<file path="config.mk">
export PLATFORM = sky130hd
export DESIGN_NAME = tp20_receive_reassembler
export DESIGN_NICKNAME = d
export VERILOG_FILES = /design/src/design/tp20rx_pkg.sv /design/src/design/tp20rx_decode.sv /design/src/design/tp20_receive_reassembler.sv
export VERILOG_INCLUDE_DIRS = /design/src /design/src/design
export SDC_FILE = /design/constraint.sdc
export NUM_CORES = 1
export LEC_CHECK = 0
export ABC_AREA = 1
export BUFFER_PORTS_ARGS = -buffer_cell sky130_fd_sc_hd__clkbuf_2
export CAP_MARGIN = 20
export CORE_MARGIN = 2
export CORE_UTILIZATION = 56
export CTS_CLUSTER_SIZE = 14
export DETAILED_ROUTE_END_ITERATION = 16
export HOLD_SLACK_MARGIN = 0.02
export PLACE_DENSITY = 0.8
export SETUP_SLACK_MARGIN = 0.3
export SYNTH_ARGS = -nofsm -noshare
export SYNTH_HDL_FRONTEND = slang
export SYNTH_SLANG_ARGS = --single-unit
</file>
<file path="constraint.sdc">
create_clock -name clk -period 5.31 [get_ports clk]
set_input_delay 0.531 -clock clk [delete_from_list [all_inputs] [get_ports clk]]
set_output_delay 0.531 -clock clk [all_outputs]
set_load 0.02 [all_outputs]
</file>
<file path="src/design/tp20_receive_reassembler_defines.svh">
// ----------------------------------------------------------------------------
// TP2.0 receive reassembler assertion macros
// Concurrent assertion wrappers clocked on clk and disabled in reset.
// ----------------------------------------------------------------------------
`ifndef TP20_RECEIVE_REASSEMBLER_DEFINES_SVH
`define TP20_RECEIVE_REASSEMBLER_DEFINES_SVH

`ifndef ASSERT_OFF
`define TP20_ASSERT(label, prop) \
  label: assert property (@(posedge clk) disable iff (!rst_n) (prop)) \
    else $error("tp20 assertion failed");
`define TP20_ASSERT_NEXT(label, ante, cons) \
  label: assert property (@(posedge clk) disable iff (!rst_n) (ante) |=> (cons)) \
    else $error("tp20 assertion failed");
`else
`define TP20_ASSERT(label, prop)
`define TP20_ASSERT_NEXT(label, ante, cons)
`endif

`endif

</file>
<file path="src/design/tp20rx_pkg.sv">
// ----------------------------------------------------------------------------
// tp20rx_pkg
// Types, command bytes and status codes of the TP2.0 receive reassembler.
// ----------------------------------------------------------------------------
`default_nettype none

package tp20rx_pkg;

  localparam logic [7:0]  CMD_TEST    = 8'hA3;
  localparam logic [7:0]  CMD_CLOSE_A = 8'hA8;
  localparam logic [7:0]  CMD_CLOSE_B = 8'hA4;
  localparam logic [15:0] LEN_MASK    = 16'h7FFF;
  localparam logic [15:0] COUNT_MAX   = 16'hFFFF;

  localparam logic [2:0] ST_OK        = 3'd0;
  localparam logic [2:0] ST_BAD_OP    = 3'd1;
  localparam logic [2:0] ST_BAD_SEQ   = 3'd2;
  localparam logic [2:0] ST_SHORT     = 3'd3;
  localparam logic [2:0] ST_TEST      = 3'd4;
  localparam logic [2:0] ST_CLOSED    = 3'd5;

  typedef struct packed {
    logic [7:0]  header;
    logic [55:0] payload;
    logic [3:0]  length;
    logic        new_channel;
  } frame_t;

  typedef struct packed {
    logic        expect_first;
    logic [3:0]  rx_sequence;
    logic [15:0] announced_length;
    logic [15:0] received_count;
  } rx_state_t;

  typedef struct packed {
    logic [55:0] data_bytes;
    logic [2:0]  data_count;
    logic        first_of_message;
    logic        last_of_message;
    logic        ack_request;
    logic [3:0]  ack_sequence;
    logic [15:0] message_length;
    logic [2:0]  status;
    logic        underrun;
    logic        overrun;
  } result_t;

endpackage

`default_nettype wire

</file>
<file path="src/design/tp20rx_decode.sv">
// ----------------------------------------------------------------------------
// tp20rx_decode
// Frame decode: command bytes, opcode and sequence checks, first-frame length,
// payload extraction and the next channel state, all in one combinational pass.
// ----------------------------------------------------------------------------
`default_nettype none

module tp20rx_decode (
  input  wire  tp20rx_pkg::frame_t    frame,
  input  wire                         mask_length_msb,
  input  wire  tp20rx_pkg::rx_state_t state,
  output tp20rx_pkg::rx_state_t       state_nxt,
  output tp20rx_pkg::result_t         result
);
  import tp20rx_pkg::*;

  logic [3:0]  flen;
  logic [3:0]  opcode;
  logic [3:0]  seq;
  logic [3:0]  seq_inc;
  logic [2:0]  count;
  logic [55:0] data_raw;
  logic [55:0] byte_mask;
  logic [15:0] len_raw;
  logic [15:0] ann_len;
  logic [15:0] base_count;
  logic [16:0] sum;
  logic [15:0] new_count;

  always_comb begin
    flen = frame.length;
    if (flen == 4'd0) begin
      flen = 4'd1;
    end else if (flen > 4'd8) begin
      flen = 4'd8;
    end
  end

  assign opcode  = frame.header[7:4];
  assign seq     = frame.header[3:0];
  assign seq_inc = state.rx_sequence + 4'd1;

  assign len_raw = frame.payload[55:40];
  assign ann_len = state.expect_first
                   ? (mask_length_msb ? (len_raw & LEN_MASK) : len_raw)
                   : state.announced_length;

  assign count      = state.expect_first ? 3'(flen - 4'd3) : 3'(flen - 4'd1);
  assign data_raw   = state.expect_first ? {frame.payload[39:0], 16'h0000} : frame.payload;
  assign byte_mask  = ~({56{1'b1}} >> {count, 3'b000});
  assign base_count = state.expect_first ? 16'd0 : state.received_count;
  assign sum        = {1'b0, base_count} + {14'd0, count};
  assign new_count  = sum[16] ? COUNT_MAX : sum[15:0];

  always_comb begin
    state_nxt = state;
    result    = '0;
    if (frame.new_channel) begin
      state_nxt = '0;
      state_nxt.expect_first = 1'b1;
    end else if (frame.header == CMD_TEST) begin
      result.status = ST_TEST;
    end else if (frame.header == CMD_CLOSE_A || frame.header == CMD_CLOSE_B) begin
      state_nxt.expect_first     = 1'b1;
      state_nxt.announced_length = '0;
      state_nxt.received_count   = '0;
      result.status = ST_CLOSED;
    end else if (state.expect_first && flen < 4'd3) begin
      result.status = ST_SHORT;
    end else if (opcode > 4'd3) begin
      state_nxt.expect_first     = 1'b1;
      state_nxt.announced_length = '0;
      state_nxt.received_count   = '0;
      result.status = ST_BAD_OP;
    end else if (seq != state.rx_sequence) begin
      state_nxt.rx_sequence      = seq_inc;
      state_nxt.expect_first     = 1'b1;
      state_nxt.announced_length = '0;
      state_nxt.received_count   = '0;
      result.status = ST_BAD_SEQ;
    end else begin
      state_nxt.rx_sequence      = seq_inc;
      state_nxt.announced_length = ann_len;
      state_nxt.received_count   = new_count;
      state_nxt.expect_first     = opcode[0];
      result.data_bytes       = data_raw & byte_mask;
      result.data_count       = count;
      result.first_of_message = state.expect_first;
      result.last_of_message  = opcode[0];
      result.ack_request      = ~opcode[1];
      result.ack_sequence     = opcode[1] ? 4'd0 : seq_inc;
      result.message_length   = ann_len;
      result.status           = ST_OK;
      result.overrun          = new_count > ann_len;
      result.underrun         = opcode[0] & (new_count < ann_len);
    end
  end

endmodule

`default_nettype wire

</file>
<file path="src/design/tp20_receive_reassembler.sv">
// ----------------------------------------------------------------------------
// tp20_receive_reassembler
// Receives one TP2.0 CAN frame per transaction and reports its message data,
// sequence checks, length accounting and ACK requests.
// ----------------------------------------------------------------------------
// Accepts one frame per clock cycle while in_ready is high and returns exactly
// one result per frame. The frame is captured in an input register when
// accepted, is decoded against the channel state in one combinational pass,
// and enters the result register once it is free. The channel state (sequence
// counter, first-frame flag, announced length, received byte count) updates as
// each frame enters the result register, so consecutive frames chain with no
// bubble. in_ready drops only while a result is held by out_ready low and the
// input register is full. The user must write the mask_length_msb register via
// the cfg port only while idle; the block does not check.
`default_nettype none

`include "tp20_receive_reassembler_defines.svh"

module tp20_receive_reassembler (
  input  wire         clk,
  input  wire         rst_n,
  input  wire         cfg_valid,
  output logic        cfg_ready,
  input  wire         cfg_mask_length_msb,
  input  wire         in_valid,
  output logic        in_ready,
  input  wire  [7:0]  in_frame_header,
  input  wire  [55:0] in_frame_payload,
  input  wire  [3:0]  in_frame_length,
  input  wire         in_new_channel,
  output logic        out_valid,
  input  wire         out_ready,
  output logic [55:0] out_data_bytes,
  output logic [2:0]  out_data_count,
  output logic        out_first_of_message,
  output logic        out_last_of_message,
  output logic        out_ack_request,
  output logic [3:0]  out_ack_sequence,
  output logic [15:0] out_message_length,
  output logic [2:0]  out_status,
  output logic        out_underrun,
  output logic        out_overrun
);
  import tp20rx_pkg::*;

  logic      mask_r;
  logic      in_valid_r;
  frame_t    frame_r;
  rx_state_t state_r;
  rx_state_t state_nxt;
  result_t   result_nxt;
  result_t   result_r;
  logic      out_valid_r;
  logic      advance;

  assign cfg_ready = 1'b1;
  assign advance   = in_valid_r && (!out_valid_r || out_ready);
  assign in_ready  = !in_valid_r || advance;

  tp20rx_decode u_decode (
    .frame           (frame_r),
    .mask_length_msb (mask_r),
    .state           (state_r),
    .state_nxt       (state_nxt),
    .result          (result_nxt)
  );

  always_ff @(posedge clk) begin
    if (!rst_n) begin
      mask_r <= 1'b1;
    end else if (cfg_valid && cfg_ready) begin
      mask_r <= cfg_mask_length_msb;
    end
  end

  always_ff @(posedge clk) begin
    if (!rst_n) begin
      in_valid_r <= 1'b0;
    end else if (in_ready) begin
      in_valid_r <= in_valid;
    end
  end

  always_ff @(posedge clk) begin
    if (in_valid && in_ready) begin
      frame_r <= '{header:      in_frame_header,
                   payload:     in_frame_payload,
                   length:      in_frame_length,
                   new_channel: in_new_channel};
    end
  end

  always_ff @(posedge clk) begin
    if (!rst_n) begin
      state_r <= '{expect_first: 1'b1, rx_sequence: 4'd0,
                   announced_length: 16'd0, received_count: 16'd0};
    end else if (advance) begin
      state_r <= state_nxt;
    end
  end

  always_ff @(posedge clk) begin
    if (!rst_n) begin
      out_valid_r <= 1'b0;
    end else if (advance) begin
      out_valid_r <= 1'b1;
    end else if (out_ready) begin
      out_valid_r <= 1'b0;
    end
  end

  always_ff @(posedge clk) begin
    if (advance) begin
      result_r <= result_nxt;
    end
  end

  assign out_valid            = out_valid_r;
  assign out_data_bytes       = result_r.data_bytes;
  assign out_data_count       = result_r.data_count;
  assign out_first_of_message = result_r.first_of_message;
  assign out_last_of_message  = result_r.last_of_message;
  assign out_ack_request      = result_r.ack_request;
  assign out_ack_sequence     = result_r.ack_sequence;
  assign out_message_length   = result_r.message_length;
  assign out_status           = result_r.status;
  assign out_underrun         = result_r.underrun;
  assign out_overrun          = result_r.overrun;

  `TP20_ASSERT(a_err_no_data,
    !(out_valid && out_status != ST_OK) || (out_data_count == 3'd0 && !out_ack_request))
  `TP20_ASSERT(a_underrun_on_last, !(out_valid && out_underrun) || out_last_of_message)
  `TP20_ASSERT(a_stall_only_on_hold, in_ready || (out_valid && !out_ready))
  `TP20_ASSERT_NEXT(a_first_clears_expect,
    advance && !frame_r.new_channel && result_nxt.status == ST_OK
      && !result_nxt.last_of_message,
    !state_r.expect_first)

endmodule

`default_nettype wire
</file>
* Word-level counts from Yosys, hierarchy flattened *
Cells that the tools add are included.

operators by class
  reductions and logical operators = 16
  $lt $le $gt $ge = 5
  $add $sub $neg = 4
  muxes and demuxes = 25
  bitwise logic cells = 4
  eq/ne operators = 9
  shift operators = 1

operator list
  kind                     number
  $mux W37                 4
  $mux W16                 4
  $mux W32                 2
  $and A56 B56 Y56         1
  $mux W56                 1
  $not A56 Y56             1
  $shr A56 B6 Y56 const A  1
  $eq A8 B8 Y1 const B     3
  $add A16 B3 Y17          1
  $gt A16 B16 Y1           1
  $lt A16 B16 Y1           1
  $mux W4                  4
  $mux W3                  5
  $ne A2 B2 Y1 const B     4
  $reduce_or A7 Y1         1
  $reduce_or A6 Y1         1
  $reduce_and A5 Y1        1
  $add A4 B1 Y4 const B    1
  $gt A4 B2 Y1 const B     1
  $gt A4 B4 Y1 const B     1
  $logic_not A4 Y1         1
  $lt A4 B2 Y1 const B     1
  $mux W1                  4
  $ne A4 B4 Y1             1
  13 further kinds         18

storage, ports and cells
  input port bits = 75
  bits in registers = 196
  word-level logic and storage cells = 87
  output and inout port bits = 90

* Longest topological paths before layout *
Gate-level depths: netlist of run 1.

  depth in word-level cells = 13
  mapped depth = 25
  mapped depth without buffers = 24

* Hierarchy *
From an unflattened synthesis of run 1, not the netlist that was laid out.

second synthesis, totals
  cells, all modules = 1015
  area, all modules = 9535.4 sq um

modules (own cells, without submodules)
  module                    sequential area each (sq um)  area each (sq um)  cells an instance  times used
  tp20_receive_reassembler  5485.3                        6466.2             415                1
  tp20rx_decode             0.0                           3069.2             600                1

* Worst setup path before layout of run 1 *
No wires, ideal clock.

  kind = input to register
  start point = in out_ready
  end point = reg state_r[10] (netlist bit)
  data required time = 5.238 ns
  stages on the path = 7
  path buffers = 1
  setup slack = 0.774 ns
  data arrival time = 4.465 ns
  setup time = 0.072 ns
  cells stage by stage = inv_1 -> a21oi_2 -> o211ai_2 -> nor2_2 -> buf_2 -> nand2_1 -> a21oi_1

between the ends
  word-level cells in the longest chain between the ends = 3

ends and longest elaborated chain
  what                                RTL line                        source
  from (decl)                         tp20_receive_reassembler.sv:32  input wire out_ready,
  $logic_or A1 B1 Y1                  tp20_receive_reassembler.sv:57  assign advance = in_valid_r && (!out_valid_r || out_ready);
  $logic_and A1 B1 Y1                 tp20_receive_reassembler.sv:57
  named net advance                   tp20_receive_reassembler.sv:54  logic advance;
  $reduce_and A3 Y1 (no source line)  n/a
  to (signal assigned)                tp20_receive_reassembler.sv:95  state_r <= '{expect_first: 1'b1, rx_sequence: 4'd0,
  to (signal assigned)                tp20_receive_reassembler.sv:98  state_r <= state_nxt;
  to (decl)                           tp20_receive_reassembler.sv:49  rx_state_t state_r;

The timed path passes the listed nets, and every way through them passes these cells.
A chain may end at the register's enable or synchronous reset.

* Final worst setup path of run 1 *
  start point = reg frame_r[3] (netlist bit)
  end point = reg result_r, in the netlist out_overrun, data pin

between the ends
  word-level cells in the longest chain between the ends = 8
  elaborated cells between the ends (all ways) = 13
  those cells by class = 3 x add/sub; 3 x order compare; 4 x mux; 3 x reduce/logical

ends and longest elaborated chain
  what                                                   RTL line                         source
  from (decl)                                            tp20_receive_reassembler.sv:48   frame_t frame_r;
  from (signal assigned)                                 tp20_receive_reassembler.sv:86   frame_r <= '{header: in_frame_header,
  $gt A4 B4 Y1                                           tp20rx_decode.sv:34              end else if (flen > 4'd8) begin
  $mux W4                                                tp20rx_decode.sv:34
  $mux W4 (*)                                            tp20rx_decode.sv:32              if (flen == 4'd0) begin
  $sub A3 B1 Y3 / $sub A3 B2 Y3 (equally long branches)  tp20rx_decode.sv:48              assign count = state.expect_first ? 3'(flen - 4'd3) : 3'(flen - 4'd1);
  $mux W3 (*)                                            tp20rx_decode.sv:48
  named net u_decode.count[0]                            tp20rx_decode.sv:21              logic [2:0] count;
  $add A16 B3 Y17 (*)                                    tp20rx_decode.sv:52              assign sum = {1'b0, base_count} + {14'd0, count};
  $mux W16 (*)                                           tp20rx_decode.sv:53              assign new_count = sum[16] ? COUNT_MAX : sum[15:0];
  $gt A16 B16 Y1 (*)                                     tp20rx_decode.sv:94              result.overrun = new_count > ann_len;
  to (signal assigned)                                   tp20_receive_reassembler.sv:114  result_r <= result_nxt;
  to (decl)                                              tp20_receive_reassembler.sv:52   result_t result_r;

Mark *: on every way through the listed nets, which the timed path passes. The rest lies on a longest branch.

==> impl_summary.md, run 1 <==
Synthesis
The number of nets in the synthesized netlist is 926. The area share of the largest cell type after synthesis is 0.531. Summed over all instances, the cell type with the most area after synthesis is edfxtp_1.

The number of enable flip-flop cells after synthesis is 156. The average cell area after synthesis is ~11 µm². After synthesis, the most frequently instantiated cells are nand2_1 (182), edfxtp_1 (156), a21oi_1 (79).

The cell area after synthesis is 8830 µm². After synthesis the netlist holds a flip-flop and latch count of ~200. The predominant post-synthesis flop cell is edfxtp_1. By area the synthesized netlist is led by edfxtp_1 (53%), dfxtp_1 (9.1%), nand2_1 (7.7%). Yosys instantiated no cell more often than nand2_1. The number of distinct library cells after synthesis is 46. The number of warnings printed during yosys synthesis is 0. In the synthesized netlist, the number of instances is between 800 and 900.

Of all flip-flops after synthesis, the portion carrying an async set or reset was 0. Of the synthesized area, sequential elements account for 0.621.

Timing
The number of max-slew violations in the final report is 0. The final count of negative-setup-slack endpoints is 0. For the final database, setup skew stands at between 10 and 15 ps. The actual slew at the worst max-slew pin is around 1000 ps.

The worst slew slack as a fraction of its limit is 0.306. Setup repair after global routing left no endpoint under its margin. The achievable clock frequency is 243 MHz. Dividing the final minimum period by the clock period gives 0.775.

The final critical path time including I/O delays and setup is between 4000 and 5000 ps. The number of endpoints with negative hold slack in the final report is 0. The final sum of negative setup slack is 0 ps.

Job
The tool flagged a number of max-cap violations equal to 0.

Setup path
Of all nets on the critical path, the largest fanout is 9. Among the stages of the critical path, the cell type that occurs most often is nand2_1. The arrival time of data at the critical path endpoint is 4310 ps. The endpoint of the worst-slack reg-to-reg timing path is out_overrun. Measured in cells, the most critical reg-to-reg path has a length of 21. The critical path data required time is between 5000 and 6000 ps. The type of destination of the critical path is a flip-flop. On the worst path, the slowest cell contributes a delay of between 600 and 700 ps. Setup slack on the worst reg-to-reg path comes out at ~1200 ps.

The worst setup path category is reg -> reg. The slowest stage of the critical path belongs to the cell fa_1. In this run the critical register-to-register path is launched from frame_r[3]. Walking the worst path, the cells encountered are nor2_1 > nand2_1 > a21oi_1 > inv_1 > fa_1 > inv_1 > ha_1 > a21o_1 > nand2_1 > nand2_2 > nand2_1 > o21ai_1 > nand3_4 > ha_1 > nand2_1 > nor2_1 > nand4_1 > nor4_1 > nor2_1 > nand2_1 > inv_1. The critical path startpoint category is a flip-flop.

Run status
The flow ran to the end, and the final reports show no timing, DRC or antenna violations.

Clocking
The number of gates resized after CTS was 0. The TritonCTS buffer count is 17. The later pin in the worst-skew pair is clocked with a latency of roughly 440 ps. The number of buffers inserted to repair setup after CTS is 0. The maximum buffer depth of the clock tree is 2. Hold repair after CTS inserted 0 buffers. The count of clock tree sinks is between 150 and 200.

The root buffer cell chosen for the clock tree is clkbuf_16. The clock transition at the registers of the reported paths is ~70 ps. The CTS tree is done. The deepest level of the CTS H-tree is 4.

Layout
Of the cells placed in the final design, the portion with a size suffix greater than 1 is 0.283. 0 antenna diodes ended up in the layout. The number of fill cells is 1156. In the final design database the tool counted 1082 nets. Summing all non-filler instances in the final layout gives an area of around 10000 µm².

The utilization after layout is 0.680. Relative to the synthesized area, the layout overhead comes to 18.0%.

Global routing
The initial antenna violation count is 0. The via count of the first global-routing pass is 6066. The all-layer global routing usage is 0.243. The total grt overflow is 0.

Entering global routing, the biggest net connects 75 pins. The first global-routing pass estimated around 31 mm of wire.

Hold path
The startpoint of the worst hold path is in_frame_payload[37]. The cell depth of the worst hold path is 1. The worst hold path terminates at frame_r[42]. The class of the most critical hold timing path is in -> reg.

Die
The number of rows created at floorplan is between 40 and 50. Pin placement for this block handled about 170 I/O pins. The core area is 15300 µm². The die outline width is between 100 and 150 µm. The overall die area is 16800 µm². The initial utilization of the core area, before any placement, comes to 0.576. The die span in y is approximately 130 µm.

Placed design
Routability-driven placement finished with a final weighted congestion of 0.886. The half-perimeter wire length after detailed placement is 13.8 mm. The port buffer count is roughly 160.

The total cell area at the placement stage is approximately 9800 µm².

Detailed routing
Summing over every cut layer, the via total after detailed routing is ~6500. The detailed router finished its first iteration with 566 violations. After detailed routing, the total wire length is roughly 20 mm. After detailed routing, the number of remaining DRC violations is 0. In the final routed layout, each cell accounts on average for around 17 µm. Once detail routing completed, the nets flagged for antenna violations numbered 0. For this run, the detailed router's first-pass iteration total came to 5. The mean number of vias per cell is about 5.4.

Power
The cell leakage power is 4.32 nW. IR analysis of the VDD net gives a maximum drop of 0.225 mV. Power spread over the standard cell area amounts to 315 nW/µm².
[report_power, final]
group	internal, mW	switching [mW]	total [mW]
clock	0.707	0.580	1.29
combinational	0.0802	0.176	0.256
sequential	1.71	0.0306	1.74
total	2.50	0.786	3.29
[routing by layer]
metal	GRT usage	vias up	part of all wire	routed length [µm]
met2	0.404	273	0.50	10000
met5	0	-	0	0
li1	-	3116	-	-
met3	0.0479	34	0.064	1290
met4	0.0803	0	0.020	405
met1	0.323	3040	0.42	8350
[state kept, by name (all words and copies together) (netlist names), 3 cells and up]
register,cells
frame_r,69
out_data_bytes,56
state_r,37
out_message_length,16
out_ack_sequence,4
out_data_count,3
out_status,3
[worst max path at each step]
stage	slack, ps	cells after the start	end	from
6_report	1190	21	out_overrun	frame_r[3]
5_1_grt	780	23	out_overrun	frame_r[3]
4_1_cts	1220	22	out_overrun	frame_r[3]
3_5_place_dp	1250	22	out_overrun	frame_r[3]
3_3_place_gp	1390	22	out_overrun	frame_r[3]
2_1_floorplan	770	7	state_r[10]	out_ready
[through the flow]
step | setup slack, ps | total power [mW] | hold slack (ps) | std cells
floorplan | 774 | 1.94 | 441 | 827
global placement | 1390 | 2.02 | 448 | 1174
detailed placement | 1250 | 2.03 | 452 | 1174
CTS | 1220 | 3.30 | 257 | 1206
global route | 778 | 3.39 | 249 | 1207
finish | 1190 | 3.29 | 267 | 1207
[layout make-up]
class | count | area, µm² | area share
clock buffers | 17 | 425 | 0.0409
clock inverters | 15 | 175 | 0.0168
inverters | 77 | 297 | 0.0285
multi-input cells | 522 | 2900 | 0.279
flip-flops and latches | 196 | 5490 | 0.527
well taps | 211 | 264 | 0.0254
repair buffers | 169 | 865 | 0.0830
[layout by cell type, fill, tap and decap left out, types with 9 or more instances in the layout]
cell / n
o21ai_0: 21
nand4_1: 9
clkbuf_2: 163
nand2_2: 17
inv_1: 66
or2_2: 15
nor2_1: 62
a21oi_2: 10
nand2_1: 182
inv_2: 10
dfxtp_1: 39
ha_1: 22
nor3b_1: 12
a21oi_1: 79
edfxtp_1: 156
nand3_1: 29
clkbuf_16: 17
[critical path, delay by kind of cell (launching register included)]
kind            cells  cell delay (ps)
flops               1              450
compound gates      3              560
simple gates       12             1370
buf+inv             3              270
fa+ha+maj           3             1220
[kinds of logic after synthesis]
| family | after synthesis | share of synthesized area |
|---|---|---|
| AO/OA/AOI/OAI | 130 | 0.0832 |
| flip-flops | 196 | 0.621 |
| XOR/XNOR | 5 | 0.00496 |
| other | 1 | 0.000425 |
| AND/OR/NAND/NOR | 362 | 0.202 |
| buffers and inverters | 109 | 0.0523 |
| adder cells (fa/ha/maj) | 24 | 0.0357 |
No activity file was read; power rests on OpenSTA's default activity.
==> run 2: changes to the inputs <==
--- a/config.mk
+++ b/config.mk
@@ -10,11 +10,11 @@
 export BUFFER_PORTS_ARGS = -buffer_cell sky130_fd_sc_hd__clkbuf_2
 export CAP_MARGIN = 20
 export CORE_MARGIN = 2
-export CORE_UTILIZATION = 56
+export CORE_UTILIZATION = 50
 export CTS_CLUSTER_SIZE = 14
 export DETAILED_ROUTE_END_ITERATION = 16
 export HOLD_SLACK_MARGIN = 0.02
-export PLACE_DENSITY = 0.8
+export PLACE_DENSITY = 0.76
 export SETUP_SLACK_MARGIN = 0.3
 export SYNTH_ARGS = -nofsm -noshare
 export SYNTH_HDL_FRONTEND = slang
==> constraint.sdc (replaced) <==
create_clock -name clk -period 3.7 [get_ports clk]
set_input_delay 0.37 -clock clk [delete_from_list [all_inputs] [get_ports clk]]
set_output_delay 0.37 -clock clk [all_outputs]
set_load 0.02 [all_outputs]
==> run 2 against run 1 <==
Compared with the run above: the run now ends with negative setup slack left; cell count rose by 4.5%; global-route usage down 1.7 points; clock-buffer cell count unchanged; worst hold slack worse by 160 ps; highest routed layer unchanged.
==> impl_summary.md, run 2 (same netlist as run 1, synthesis figures left out) <==
Layout
The proportion of layout cells with a drive suffix above 1 is 0.351 (+0.0682). The register with the most flip-flops in the final layout is frame_r. Leaving out fill and tap cells, the most frequent cells in the layout are nand2_1 (174), clkbuf_2 (163), edfxtp_1 (156). The number of standard cells in the final layout excluding fillers is 1261 (+4.5%). Relative to the synthesized area, the layout overhead comes to 24.6%. The leading cell type in the layout, fill and taps excluded is nand2_1. The number of fill cells is 1340 (+16%). The number of diodes is 0 (unchanged).

The number of flip-flops in the largest register is 69 (unchanged). The post-route standard cell area excluding fillers was 11000 µm² (+5.6%). The net count reported at finish is 1122 (+3.7%).

Setup path
For this design, the slowest cell found on the critical path is fa_2. The most numerous cell type found on the critical path is nor2_1. The arrival time of data at the critical path endpoint is 3910 ps (-400 ps). STA classifies the critical path endpoint as a flip-flop. The signal on the critical path passes through nor2_1 > nand2_1 > a21oi_2 > inv_2 > fa_2 > inv_2 > ha_4 > a21o_1 > nand2_2 > nand2_4 > buf_6 > a21oi_1 > nand3b_1 > ha_4 > nand2_2 > nor2_1 > nand4_1 > o211ai_1 > buf_4 > nor2_1. The critical path's largest stage delay is 580 ps (-30 ps).

The endpoint identified for the worst register-to-register timing path is out_underrun. The startpoint identified for the worst register-to-register timing path is frame_r[1]. The critical path data required time is 3890 ps (-1620 ps). The depth of the worst register-to-register path came to 20 (-4.8%). STA classifies the critical path startpoint as a flip-flop. The largest fanout on the critical path is 5 (-4). The kind of cell adding the most delay to the critical path is adder cells.

The number of buffer and inverter stages on the critical path came to 4 (+1). The worst setup path category is reg -> reg. The minimum setup slack among reg-to-reg paths is -10 ps (-1210 ps).

Power
The cell leakage power is 4.56 nW (+5.4%). The sequential share of power is 0.516 (-0.014). The share of power burned in combinational logic came to 0.090 (+0.012). The cell-internal power is 3.64 mW (+46%). The clock share of power is 0.394 (+0.002). The power density of the placed cells was 439 nW/µm² (+39%). The net switching power is 1.19 mW (+52%).

The share of total power consumed by net switching came to 0.247 (+0.00770). The worst voltage drop across the vdd grid is 0.346 mV (+54%).

Timing
The final critical path time including I/O delays and setup is 3710 ps (-403 ps). Setup repair after global routing could not meet its margin everywhere. The actual slew at the worst max-slew pin came to 955 ps (-81.3 ps). The final count of negative-setup-slack endpoints is 1 (+1). The worst setup margin is -14.8 ps (-1210 ps). The number of endpoints with negative hold slack in the final report is 0 (unchanged). The achievable clock frequency came to 269 MHz (+11%). The worst clock skew on the final layout is 12.1 ps (+1.76 ps).

The number of max-slew violations in the final report is 0 (unchanged). The worst slew slack as a fraction of its limit was 0.363 (+0.0568). The share of the clock period used by the worst path after layout is 1.00 (+0.229).

Placed design
The total cell area at the placement stage is 9920 µm² (+1.2%). The global placer's final weighted congestion is 0.933 (+5.4%). The port buffer count is 163 (unchanged). The worst slack at placement is -11.7 ps (-1260 ps). The half-perimeter wire length after detailed placement is 13.8 mm (+0.15%). The number of placed instances with taps included came to 1198 (+2.0%).

Hold path
In this run the worst hold path is classified as in -> reg. The worst hold path begins at in_frame_payload[3]. For hold timing, the worst endpoint is frame_r[8].

The cell depth of the worst hold path was 1 (unchanged).

Clocking
TritonCTS built the clock tree. The clock tree root driver cell is clkbuf_16. The deepest level of the CTS H-tree is 4 (unchanged). The insertion delay to the later sink of the worst-skew pair came to 440 ps (about the same). The TritonCTS buffer count is 17 (unchanged). The count of clock tree sinks came to 196 (unchanged). The clock transition at the registers of the reported paths is 70 ps (about the same). The maximum buffer depth of the clock tree was 2 (unchanged).

Die
The initial cell density of the core is 0.510 (-0.0660). The core area is 17300 µm² (+13%). The die span in y is 137 µm (+5.7%).

The die outline width came to 137 µm (+5.7%). The number of I/O pins was 165 (unchanged). The number of rows created at floorplan is 48 (+6.7%). The overall die area is 18700 µm² (+12%).

Global routing
The first-pass GRT wire length was 31.8 mm (+3.0%). The initial antenna violation count is 0 (unchanged). The pin count of the biggest net entering global routing was 70 (-6.7%). The all-layer global routing usage is 0.225 (-0.0173). The total grt overflow was 0 (unchanged). The via count of the first global-routing pass is 6319 (+4.2%).

Detailed routing
The first-pass detailed-route iteration total came to 5 (unchanged). The count of nets left with antenna violations after detail routing is 0 (unchanged). The iteration-0 DRC count of the detailed router was 548 (-3.2%).

The mean number of vias per cell is 5.25 (-1.9%). The sum of routed wire length over all layers is 21.1 mm (+5.3%). The per-cell routed wire length came to 16.7 µm (+0.81%). The remaining design rule violation count is 0 (unchanged).

The total via count in the routed design is 6625 (+2.5%).

Run status
The final reports fail on negative setup slack. The flow ran to the end, but the final reports show violations.

Job
The total of max-cap violations is 0 (unchanged).
## run 2: changes by cell type in the layout (fill, tap and decap cells not counted), sizes merged
| cell | before | now |
|---|---|---|
| nand2 | 203 | 204 |
| clkinv | 3 | 6 |
| clkinvlp | 5 | 2 |
| buf | 6 | 45 |
## run 2: layout make-up
cell class | count | area (µm²) | share of cell area
repair buffers | 208 | 1190 | 0.108
multi-input cells | 523 | 3130 | 0.285
inverters | 77 | 297 | 0.0270
clock inverters | 15 | 194 | 0.0176
flip-flops and latches | 196 | 5490 | 0.499
well taps | 225 | 282 | 0.0256
clock buffers | 17 | 425 | 0.0387
## run 2: per-stage QoR
| stage | power [mW] | hold WS (ps) | utilization | TNS (ps) |
|---|---|---|---|---|
| final | 4.83 | 104 | 0.636 | -14.8 |
| after global routing | 5.00 | 87.5 | 0.636 | -341 |
| after CTS | 4.83 | 93.2 | 0.625 | 0 |
| after detailed placement | 2.92 | 453 | 0.573 | -11.7 |
| after global placement | 2.91 | 449 | 0.573 | 0 |
| after floorplan | 2.78 | 441 | - | 0 |
## run 2: worst register-to-register path, stage by stage (launching register included)
cell and delay (ps):
edfxtp_1 400, nor2_1 120, nand2_1 70, a21oi_2 170
inv_2 60, fa_2 580, inv_2 70, ha_4 250
a21o_1 120, nand2_2 70, nand2_4 120, buf_6 120
a21oi_1 50, nand3b_1 210, ha_4 300, nand2_2 60
nor2_1 120, nand4_1 150, o211ai_1 250, buf_4 150
nor2_1 30
## run 2: power by group through the flow
stage / combinational (mW) / sequential [mW] / clock (mW)
5_1_grt: 0.480 / 2.50 / 2.02
3_5_place_dp: 0.379 / 2.54 / 0
6_report: 0.437 / 2.49 / 1.90
2_1_floorplan: 0.212 / 2.57 / 0
4_1_cts: 0.409 / 2.49 / 1.93
3_3_place_gp: 0.373 / 2.54 / 0
## run 2: routing by layer
metal	up-vias	global-route usage	wire length (µm)
met2	257	0.376	10400
met3	55	0.0448	1240
met5	-	0	0
li1	3198	-	-
met1	3115	0.281	8780
met4	0	0.109	730
## run 2: worst max path at each step
stage / startpoint / endpoint / slack [ps] / cells after the start
floorplan: frame_r[3] / out_overrun / 210 / 23
global placement: frame_r[1] / out_overrun / 100 / 21
detailed placement: frame_r[1] / out_overrun / -10 / 23
CTS: frame_r[1] / out_overrun / 60 / 22
global route: frame_r[4] / out_underrun / -180 / 19
finish: frame_r[1] / out_underrun / -10 / 20
## run 2: repair_timing
item / in CTS / in global routing
setup buffers: 25 / 5
setup endpoints to repair: 2 / 18
gates resized for setup: 14 / 33
cloned: 1 / 0
pin swaps: 21 / 19
hold buffers: 0 / 0
==> run 3: changes to the inputs <==
--- a/config.mk
+++ b/config.mk
@@ -10,11 +10,12 @@
 export BUFFER_PORTS_ARGS = -buffer_cell sky130_fd_sc_hd__clkbuf_2
 export CAP_MARGIN = 20
 export CORE_MARGIN = 2
-export CORE_UTILIZATION = 50
+export CORE_UTILIZATION = 60
 export CTS_CLUSTER_SIZE = 14
 export DETAILED_ROUTE_END_ITERATION = 16
 export HOLD_SLACK_MARGIN = 0.02
-export PLACE_DENSITY = 0.76
+export PLACE_DENSITY = 0.85
+export RECOVER_POWER = 25
 export SETUP_SLACK_MARGIN = 0.3
 export SYNTH_ARGS = -nofsm -noshare
 export SYNTH_HDL_FRONTEND = slang
==> constraint.sdc (replaced) <==
create_clock -name clk -period 4.55 [get_ports clk]
set_input_delay 0.455 -clock clk [delete_from_list [all_inputs] [get_ports clk]]
set_output_delay 0.455 -clock clk [all_outputs]
set_load 0.02 [all_outputs]
==> run 3 against run 2 <==
Compared with the run above: clock power fell by 15%; routed wire length rose by 0.89%; setup slack improved by 520 ps; first-iteration DRC count rose by 30%; the flow finishes with violations (max-capacitance violations, max-slew violations); critical path depth rose by 1; highest routed layer unchanged; die area fell by 16%; sequential power fell by 18%; critical path type unchanged; clock skew fell by 1.8 ps; power fell by 18%; flip-flop and latch count did not move; global-route usage rose by 4.6 points; clock-buffer cell count did not move.
==> impl_summary.md, run 3 (same netlist as run 1, synthesis figures left out) <==
Run status
The run finished, with violations left. The final reports fail on max-capacitance violations, max-slew violations.

Die
The die outline width came to 125 µm (-8.5%). The number of I/O pins came to 165 (unchanged). The die span in y is 125 µm (-8.5%).

The initial cell density of the core is 0.610 (+0.0993). The core area is 14500 µm² (-16%). The number of rows created at floorplan was 44 (-8.3%).

The overall die area came to 15700 µm² (-16%).

Layout
The area added between synthesis and finish is 18.2%. The proportion of layout cells with a drive suffix above 1 was 0.249 (-0.102). The number of fill cells is 1010 (-25%). In the layout the commonest cells are nand2_1 (180), edfxtp_1 (156), clkbuf_2 (119).

The net count reported at finish is 1089 (-2.9%). The number of flip-flops in the largest register is 69 (unchanged). The number of diodes is 0 (unchanged). The library cell used most frequently in the layout, excluding fill and tap cells, is nand2_1.

Counting flops per register, the top entry is frame_r.

Setup path
The type of destination of the critical path is a flip-flop. Counting stages on the worst path, the most repeated cell is nand2_1. The critical path data required time is 4760 ps (+870 ps). The critical path in this run is classified as reg -> reg. The largest fanout on the critical path is 7 (+2). The arrival time of data at the critical path endpoint is 4250 ps (+340 ps). STA classifies the critical path startpoint as a flip-flop. The signal on the critical path passes through nor2_1 > nand2_1 > a21oi_2 > inv_1 > fa_1 > fa_1 > inv_1 > nand4_1 > nand2_2 > nand2_1 > nor2_1 > nand2_1 > and2_1 > ha_1 > nand2_1 > nor2_1 > nand4_1 > nor4_2 > nor2_1 > nand2_1 > inv_1.

The critical path's largest stage delay was 540 ps (-40 ps). The slowest stage of the critical path belongs to the cell fa_1.

Placed design
The port buffer count is 163 (unchanged). The half-perimeter wire length after detailed placement is 14.2 mm (+2.5%). The worst slack at placement is 494 ps (+506 ps).

The global placer's final weighted congestion came to 0.862 (-7.6%).

Clocking
The clock tree root driver cell is clkbuf_16. TritonCTS built the clock tree. The clock transition at the registers of the reported paths is 80 ps (about the same). The maximum buffer depth of the clock tree is 2 (unchanged).

The deepest level of the CTS H-tree is 4 (unchanged). The insertion delay to the later sink of the worst-skew pair is 440 ps (about the same). The count of clock tree sinks came to 196 (unchanged). The TritonCTS buffer count is 17 (unchanged).

Detailed routing
The count of nets left with antenna violations after detail routing is 0 (unchanged). The iteration-0 DRC count of the detailed router was 715 (+30%). The first-pass detailed-route iteration total is 7 (+2). The remaining design rule violation count was 0 (unchanged). The per-cell routed wire length came to 17.9 µm (+7.2%).

The total via count in the routed design is 6807 (+2.7%). The mean number of vias per cell is 5.73 (+9.2%). The sum of routed wire length over all layers is 21.3 mm (+0.89%).

Timing
The share of the clock period used by the worst path after layout came to 0.888 (-0.116). The final critical path time including I/O delays and setup is 4040 ps (+326 ps). The worst slew slack as a fraction of its limit is -0.321 (-0.684). The final sum of negative setup slack is 0 ps (+14.8 ps). The achievable clock frequency is 247 MHz (-8.1%).

The final count of negative-setup-slack endpoints is 0 (-1). The worst setup margin is 509 ps (+524 ps). The number of max-slew violations in the final report is 36 (+36).

The number of endpoints with negative hold slack in the final report came to 0 (unchanged). Setup repair after global routing left no endpoint under its margin. The worst clock skew on the final layout was 10.2 ps (-1.85 ps). The actual slew at the worst max-slew pin is 1980 ps (+1030 ps).

Global routing
The initial antenna violation count is 0 (unchanged). The via count of the first global-routing pass is 6483 (+2.6%). The total grt overflow is 0 (unchanged). The pin count of the biggest net entering global routing was 50 (-29%). The first-pass GRT wire length is 33.1 mm (+4.1%). The all-layer global routing usage is 0.271 (+0.0458).

Hold path
The class of the most critical hold timing path is in -> reg.

Power
The power density of the placed cells is 378 nW/µm² (-14%). The worst voltage drop across the vdd grid is 0.263 mV (-24%). The cell leakage power is 4.24 nW (-7.0%).

Job
The total of max-cap violations is 1 (+1).
[run 3: cell types whose count changed in the layout (fill, tap and decap cells not counted), moves of 5 or more]
cell      delta
clkbuf_1    +45
clkbuf_2    -44
buf_4       -29
a21oi_1     +10
a21oi_2     -10
ha_1         +7
ha_4         -7
inv_1        +6
inv_2        -6
nand2_1      +6
nand2_4      -5
[run 3: cell type report]
class | count | area, µm² | share of cell area
clock buffer | 17 | 425 | 0.0408
clock inverter | 15 | 218 | 0.0209
inverter | 77 | 297 | 0.0284
multi-input combinational | 522 | 2920 | 0.280
sequential | 196 | 5490 | 0.526
tap | 184 | 230 | 0.0221
timing repair buffer | 176 | 855 | 0.0819
[run 3: per-stage QoR]
step | instance area, µm² | std cells | hold WS, ps | util | power (mW)
after floorplan | 8830 | 827 | 441 | - | 2.26
after global placement | 9800 | 1152 | 448 | 0.677 | 2.36
after detailed placement | 9800 | 1152 | 454 | 0.677 | 2.37
after CTS | 10400 | 1184 | 173 | 0.721 | 3.95
after global routing | 10400 | 1187 | 170 | 0.721 | 4.06
final | 10400 | 1187 | 182 | 0.721 | 3.95
[run 3: final timing paths]
kind,startpoint,to,cells past startpoint,slack (ps)
max reg2reg,frame_r[3],out_overrun,21,510
min,in_frame_payload[10],frame_r[15],1,180
max,frame_r[3],out_overrun,21,510
min reg2reg,state_r[26],state_r[26],2,470
[run 3: routing by layer]
layer | GRT usage | part of all wire | up-vias
li1 | - | - | 3135
met5 | 0 | 0 | -
met2 | 0.447 | 0.49 | 396
met1 | 0.347 | 0.39 | 3214
met3 | 0.0642 | 0.084 | 62
met4 | 0.116 | 0.038 | 0
[run 3: what timing repair did]
item | CTS | global route
hold buffers | 0 | 0
setup buffers | 0 | 3
resized for setup | 0 | 6
endpoints found under the setup margin | 0 | 2
[run 3: where the power goes]
part           total (mW)  switching (mW)  leakage [nW]  internal (mW)
clock network        1.61           0.718         0.310          0.891
logic               0.306           0.212          2.02         0.0935
registers            2.03          0.0360          1.90           2.00
total                3.95           0.966          4.24           2.98
[run 3: worst max-delay path, delay by kind of cell (launching register included)]
| kind | cells | cell delay (ps) |
|---|---|---|
| AO/OA/AOI/OAI | 1 | 180 |
| adder cells (fa/ha/maj) | 3 | 1260 |
| buffers and inverters | 3 | 260 |
| flip-flops | 1 | 430 |
| AND/OR/NAND/NOR | 14 | 1680 |
